--- src/rtl/hwt_pkg.sv ---
// ----------------------------------------------------------------------------
// hwt_pkg
// Shared constants, codes and controller/datapath handshake types for the
// hierarchical timer wheel.
// ----------------------------------------------------------------------------
package hwt_pkg;

    localparam int NUM_TIMERS_DEF = 32;
    localparam int NEAR_BITS_DEF  = 8;
    localparam int LEVEL_BITS_DEF = 6;

    localparam int LINK_W = 6;
    localparam logic [LINK_W-1:0] EMPTY_MARK = 6'd63;

    // request codes
    localparam logic [1:0] REQ_ADD  = 2'd0;
    localparam logic [1:0] REQ_KILL = 2'd1;
    localparam logic [1:0] REQ_TICK = 2'd2;

    // event codes
    localparam logic [2:0] EVT_ADD_OK    = 3'd0;
    localparam logic [2:0] EVT_ADD_BUSY  = 3'd1;
    localparam logic [2:0] EVT_KILL_OK   = 3'd2;
    localparam logic [2:0] EVT_KILL_NA   = 3'd3;
    localparam logic [2:0] EVT_EXPIRED   = 3'd4;
    localparam logic [2:0] EVT_TICK_DONE = 3'd5;

    typedef struct packed {
        logic clr;
        logic latch;
        logic dispatch;
        logic cas_det;
        logic load_head;
        logic cas_get;
        logic load_nx;
        logic lvl_inc;
        logic near_det;
        logic set_done;
        logic near_get;
        logic free_slot;
        logic pl0;
        logic pl1;
        logic pl2;
        logic emit;
    } t_cmd;

    typedef struct packed {
        logic       clr_done;
        logic       in_valid;
        logic [1:0] req_type;
        logic       req_bad;
        logic       near_zero;
        logic       head_ok;
        logic       nx_ok;
        logic       lvl_end;
        logic       killed;
        logic       per_nz;
        logic       out_free;
    } t_sts;

endpackage

--- src/rtl/hwt_ctrl.sv ---
// ----------------------------------------------------------------------------
// hwt_ctrl
// Sequencer: clearing pass, request dispatch, cascade and near-bucket walks,
// and the shared placement routine.
// ----------------------------------------------------------------------------
module hwt_ctrl (
    input  logic          i_clk,
    input  logic          i_rst_n,
    input  hwt_pkg::t_sts i_sts,
    output hwt_pkg::t_cmd o_cmd
);
    typedef enum logic [19:0] {
        S_CLR      = 20'h00001,
        S_IDLE     = 20'h00002,
        S_DISP     = 20'h00004,
        S_EMIT_END = 20'h00008,
        S_CAS_DET  = 20'h00010,
        S_CAS_HD   = 20'h00020,
        S_CAS_RD   = 20'h00040,
        S_CAS_GET  = 20'h00080,
        S_CAS_ADV  = 20'h00100,
        S_CAS_NXT  = 20'h00200,
        S_NEAR_DET = 20'h00400,
        S_NEAR_HD  = 20'h00800,
        S_NEAR_RD  = 20'h01000,
        S_NEAR_GET = 20'h02000,
        S_EMIT_EXP = 20'h04000,
        S_NEAR_RE  = 20'h08000,
        S_NEAR_ADV = 20'h10000,
        S_PL0      = 20'h20000,
        S_PL1      = 20'h40000,
        S_PL2      = 20'h80000
    } t_state;

    t_state r_state, n_state;
    t_state r_pret, n_pret;   // return point of the placement routine

    always_ff @(posedge i_clk) begin
        if (!i_rst_n) begin
            r_state <= S_CLR;
            r_pret  <= S_IDLE;
        end else begin
            r_state <= n_state;
            r_pret  <= n_pret;
        end
    end

    always_comb begin
        n_state = r_state;
        n_pret  = r_pret;
        o_cmd   = '0;
        case (r_state)
            S_CLR: begin
                o_cmd.clr = 1'b1;
                if (i_sts.clr_done) n_state = S_IDLE;
            end
            S_IDLE: begin
                o_cmd.latch = 1'b1;
                if (i_sts.in_valid) n_state = S_DISP;
            end
            S_DISP: begin
                o_cmd.dispatch = 1'b1;
                case (i_sts.req_type)
                    hwt_pkg::REQ_ADD: begin
                        if (i_sts.req_bad) begin
                            n_state = S_EMIT_END;
                        end else begin
                            n_state = S_PL0;
                            n_pret  = S_EMIT_END;
                        end
                    end
                    hwt_pkg::REQ_KILL: n_state = S_EMIT_END;
                    hwt_pkg::REQ_TICK: n_state = i_sts.near_zero ? S_CAS_DET : S_NEAR_DET;
                    default:           n_state = S_IDLE;
                endcase
            end
            S_EMIT_END: begin
                o_cmd.emit = 1'b1;
                if (i_sts.out_free) n_state = S_IDLE;
            end
            S_CAS_DET: begin
                o_cmd.cas_det = 1'b1;
                n_state = S_CAS_HD;
            end
            S_CAS_HD: begin
                o_cmd.load_head = 1'b1;
                n_state = i_sts.head_ok ? S_CAS_RD : S_CAS_NXT;
            end
            S_CAS_RD: n_state = S_CAS_GET;
            S_CAS_GET: begin
                o_cmd.cas_get = 1'b1;
                n_state = S_PL0;
                n_pret  = S_CAS_ADV;
            end
            S_CAS_ADV: begin
                o_cmd.load_nx = 1'b1;
                n_state = i_sts.nx_ok ? S_CAS_RD : S_CAS_NXT;
            end
            S_CAS_NXT: begin
                o_cmd.lvl_inc = 1'b1;
                n_state = i_sts.lvl_end ? S_NEAR_DET : S_CAS_DET;
            end
            S_NEAR_DET: begin
                o_cmd.near_det = 1'b1;
                n_state = S_NEAR_HD;
            end
            S_NEAR_HD: begin
                o_cmd.load_head = 1'b1;
                if (i_sts.head_ok) begin
                    n_state = S_NEAR_RD;
                end else begin
                    o_cmd.set_done = 1'b1;
                    n_state = S_EMIT_END;
                end
            end
            S_NEAR_RD: n_state = S_NEAR_GET;
            S_NEAR_GET: begin
                o_cmd.near_get = 1'b1;
                n_state = i_sts.killed ? S_NEAR_ADV : S_EMIT_EXP;
            end
            S_EMIT_EXP: begin
                o_cmd.emit = 1'b1;
                if (i_sts.out_free) n_state = S_NEAR_RE;
            end
            S_NEAR_RE: begin
                if (i_sts.per_nz) begin
                    n_state = S_PL0;
                    n_pret  = S_NEAR_ADV;
                end else begin
                    o_cmd.free_slot = 1'b1;
                    n_state = S_NEAR_ADV;
                end
            end
            S_NEAR_ADV: begin
                o_cmd.load_nx = 1'b1;
                if (i_sts.nx_ok) begin
                    n_state = S_NEAR_RD;
                end else begin
                    o_cmd.set_done = 1'b1;
                    n_state = S_EMIT_END;
                end
            end
            S_PL0: begin
                o_cmd.pl0 = 1'b1;
                n_state = S_PL1;
            end
            S_PL1: begin
                o_cmd.pl1 = 1'b1;
                n_state = S_PL2;
            end
            S_PL2: begin
                o_cmd.pl2 = 1'b1;
                n_state = r_pret;
            end
            default: n_state = S_IDLE;
        endcase
    end
endmodule

--- config.mk ---
export PLATFORM = sky130hd
export DESIGN_NAME = hwt_ctrl
export DESIGN_NICKNAME = d
export VERILOG_FILES = /design/src/rtl/hwt_pkg.sv /design/src/rtl/hwt_ctrl.sv
export SDC_FILE = /design/constraint.sdc
export NUM_CORES = 1
export LEC_CHECK = 0
export BUFFER_PORTS_ARGS = -buffer_cell sky130_fd_sc_hd__buf_2
export CORE_MARGIN = 4
export CORE_UTILIZATION = 53
export DETAILED_ROUTE_END_ITERATION = 8
export GPL_TIMING_DRIVEN = 0
export HOLD_SLACK_MARGIN = 0.06
export PLACE_DENSITY = 0.86
export SYNTH_ARGS = -nofsm -noshare
export SYNTH_HDL_FRONTEND = slang
export SYNTH_SLANG_ARGS = --single-unit
--- constraint.sdc ---
create_clock -name i_clk -period 2.15 [get_ports i_clk]
set_input_delay 0.3225 -clock i_clk [delete_from_list [all_inputs] [get_ports i_clk]]
set_output_delay 0.3225 -clock i_clk [all_outputs]
set_load 0.03 [all_outputs]
==> results of run 1 <==
Yosys cell counts, types with 3 or more instances:
cell | count | area (µm²)
nor2b_1 | 3 | 18.8
nand3b_1 | 3 | 22.5
nand2_1 | 11 | 41.3
nor4_1 | 7 | 43.8
nand2b_1 | 8 | 50.1
nor4_4 | 5 | 106
nor2_1 | 18 | 67.6
nor3_1 | 8 | 40.0
a21oi_1 | 4 | 20.0
and3_1 | 6 | 37.5
dfxtp_1 | 24 | 480
nand4_1 | 5 | 31.3
o31ai_1 | 3 | 22.5
xnor2_1 | 3 | 26.3
o22ai_1 | 3 | 18.8
inv_1 | 3 | 11.3
o21ai_0 | 4 | 20.0
xor2_1 | 3 | 26.3
through the flow:
step | instance area, µm² | hold slack [ns] | util (%)
after CTS | 2220 | 0.176 | 89.0
after detailed placement | 1640 | 0.474 | 65.4
after floorplan | 1450 | 0.422 | -
after global placement | 1640 | 0.435 | 65.4
cells by family after synthesis:
kind of cell,count (synthesis),share of synthesized area [%]
AO/OA/AOI/OAI,25,13.0
XOR/XNOR,6,3.72
buffers and inverters,5,1.86
flip-flops,24,34.0
AND/OR/NAND/NOR,98,47.3
what timing repair did:
| action | 4_1_cts |
|---|---|
| resized for setup | 72 |
| pin swaps | 20 |
| endpoints found under the setup margin | 32 |
| hold buffers | 0 |
| setup buffers | 37 |
==> results.cfg, run 1 <==
[synthesis]
async_flop_share_pct = 0
syn-num-nets = 172
yosysUniqueCellTypes = 49
synth_warnings = 0
yosysSeqAreaShare_pct = 34.0
synth.ff_latch_count = 24
synthFlopType = dfxtp_1
synthCells = 158
syn_area_mm2 = 0.00141
synth_area_per_cell_um2 = 8.93
synth_edf_count = 0

[floorplan]
die_y_um = 59.6
rows = 18
start_util_pct = 56.5
ioPinCount = 30
die_w_um = 59.6

[clock_tree]
numCtsBuffers = 3
root_buffer = clkbuf_4
cts_max_level = 1
cts.path.max_buffers = 2
clock-sinks = 24

[placement]
portBuffers = 29
post-place-ws_ns = -0.238
dp_hpwl_um = 2820
place_inst = 217
gp_congestion = 0.858

[sta]
grt-worst-endpoint = o_cmd[9]
worst-ep-kind = primary output

[status]
stop_stage = global routing (5_1_grt)
firstError = [ERROR DPL-0038] Utilization greater than 100%, impossible to legalize
status = did not finish

[grt]
grt_max_degree = 15
==> run 2: changes to the inputs <==
Settings changed: CORE_AREA set to 4 4 65 67, CORE_MARGIN 4 to unset, CORE_UTILIZATION 53 to unset, DIE_AREA set to 0 0 69 71, HOLD_SLACK_MARGIN 0.06 to unset, PLACE_DENSITY 0.86 to unset, PLACE_DENSITY_LB_ADDON set to 0.15.
==> run 2 against run 1 <==
Compared with the run above: the flow now finishes, with violations (negative setup slack); synthesized cell count is the same; synthesized area unchanged.
==> results.cfg, run 2 <==
[status]
status = finished, violations left
violations = negative setup slack

[power]
total_power_uw = 1030
p_leak_uw = 0.000984
ir_worst_vdd_mv = 0.393
power.density_mw_per_mm2 = 418

[grt]
grt_util_all_layers_pct = 19.3
antenna_found_initial = 0
grt_overflow = 0
grt_pass1_wl_um = 7560
grt_pass1_vias = 1479
grt_max_degree = 14

[synthesis]
synthFlopType = dfxtp_1
yosys.area.top_type = dfxtp_1
synth_top_area_share_pct = 34.0
synth_edf_count = 0
syn-num-nets = 172
synth.ff_latch_count = 24
async_flop_share_pct = 0
yosysSeqAreaShare_pct = 34.0
synth_area_leaders = dfxtp_1 (34%), nor4_4 (7.5%), nor2_1 (4.8%)
synth_common_cells = dfxtp_1 (24), nor2_1 (18), nand2_1 (11), nand2b_1 (8), nor3_1 (8)
yosysUniqueCellTypes = 49
synth_warnings = 0
synthCells = 158
synth_area_per_cell_um2 = 8.93
yosysMostFrequentCell = dfxtp_1
syn_area_mm2 = 0.00141

[job]
cap_violations = 0

[worst_setup_path]
slowest_stage = or3b_4
cp.arrival_ns = 2.13
required_ns = 1.83
cp_slowest_stage_delay_ns = 0.39
crit_buf_inv = 1
crit_chain = nor4_4 -> nand4_2 -> or3_4 -> or3b_4 -> nand2_2 -> buf_6
worst_setup_path_end_kind = output port
cp_max_fo = 3
crit_family = simple AND/OR/NAND/NOR gates
start_kind = flop
worstSetupPathType = reg -> out

[final_layout]
largestRegisters = r_state x20, r_pret x4
final-instance-count-excl-fill = 288
diodes = 0
final_cell_mix = buf_4 (41), buf_6 (23), buf_2 (13), dfxtp_1 (11), nor2_1 (10)
largest-register = r_state
layout_commonest_cell = buf_4
largest_register_ff_count = 20
nNetsFinal = 255
drive_gt1_share_pct = 59.2
fin_util_pct = 67.6
area_delta_synth_final_pct = 74.0

[sta]
fmax_mhz = 408
tns_ns = -3.24
setup_viol_count_final = 26
final.setup.worst_slack_ns = -0.302
fin_worst_skew_ns = 0.00317
slew_headroom_pct = 68.7
rsz0062_at_grt = yes
hold_viol_final = 0
slew_viol_final = 0
post-route-min-period_ns = 2.45
fin_crit_sh_pct = 114
worst_pin_slew_ns = 0.469

[placement]
gp_congestion = 0.768
place_inst = 235
dp_hpwl_um = 2870
post-place-ws_ns = -0.283
portBuffers = 29

[drt]
via_count = 1588
routed_wirelength_um = 4960
ant_nets = 0
vias_per_cell = 5.51
drt_iter0_markers = 86
dr.pass1.iters = 4
wl_per_cell_um = 17.2
route.detailed.drc = 0

[clock_tree]
cts_max_level = 1
root_buffer = clkbuf_8
clock-sinks = 24
cts_tree = done
numCtsBuffers = 3
cts.path.max_buffers = 2
path_clk_slew_ns = 0.09
clock_latency_ns = 0.28

[floorplan]
start_util_pct = 38.8
core_area_mm2 = 0.00363
rows = 22
die_w_um = 69
die_y_um = 71
die_area_mm2 = 0.00490
ioPinCount = 30

[hold_path]
hold_path_class = in -> reg
## run 2: logic make-up after synthesis
group           Yosys count  share of synthesized area (%)
compound gates           25                           13.0
xor+xnor                  6                           3.72
buf+inv                   5                           1.86
flops                    24                           34.0
simple gates             98                           47.3
## run 2: final cells by class
class	instances	area, µm²
plain buffers	2	18.8
clock buffers	4	55.1
fillers	288	1180
inverters	3	11.3
multi-input cells	129	1150
flip-flops and latches	24	512
well taps	48	60.1
repair buffers	78	647
## run 2: worst reg2reg max path, cell delays in order (launching register included)
cell	delay (ns)
dfxtp_4	0.36
nor4_4	0.29
buf_4	0.18
buf_6	0.09
nand4_1	0.14
or3_4	0.43
buf_6	0.14
a2bb2oi_4	0.20
nand2_4	0.11
buf_8	0.15
nor3_2	0.04
## run 2: per-layer routing
| metal | vias up | global-route usage [%] | wire (µm) |
|---|---|---|---|
| met5 | - | 0 | 0 |
| met4 | 0 | 7.38 | 161 |
| met3 | 13 | 4.40 | 186 |
| met2 | 46 | 34.2 | 2600 |
| met1 | 771 | 22.7 | 2010 |
| li1 | 758 | - | - |
## run 2: final timing paths
check / startpoint / to / slack (ns) / cells after the start
max: r_state[14]$_SDFFE_PN0P_ / o_cmd[9] / -0.30 / 6
min: i_sts[11] / r_state[0]$_SDFFE_PN1P_ / 0.24 / 2
max reg2reg: r_state[7]$_SDFFE_PN0P_ / r_state[2]$_SDFFE_PN0P_ / -0.09 / 10
min reg2reg: r_pret[1]$_SDFFE_PN1P_ / r_pret[1]$_SDFFE_PN1P_ / 0.46 / 2
## run 2: what timing repair did
action                     in CTS  in global routing
setup endpoints to repair      33                 32
pin swaps                      25                 28
gates resized for setup        68                 38
hold buffers                    0                  0
buffers inserted               34                 15
gates cloned                    1                  0
hold endpoints to repair        0                  0
## run 2: report_power, final
part           switching (µW)  internal [µW]  leakage (µW)  total [µW]
logic                     129            124      0.000753         253
clock network             155            164     0.0000288         319
registers                10.2            443      0.000202         453
total                     294            732      0.000984        1030
## run 2: per-stage QoR
| stage | cell area, µm² | hold WS (ns) |
|---|---|---|
| after floorplan | 1450 | 0.422 |
| after global placement | 1660 | 0.437 |
| after detailed placement | 1660 | 0.442 |
| after CTS | 2210 | 0.232 |
| after global routing | 2460 | 0.246 |
| final | 2460 | 0.241 |
No activity file was read; power rests on OpenSTA's default activity.
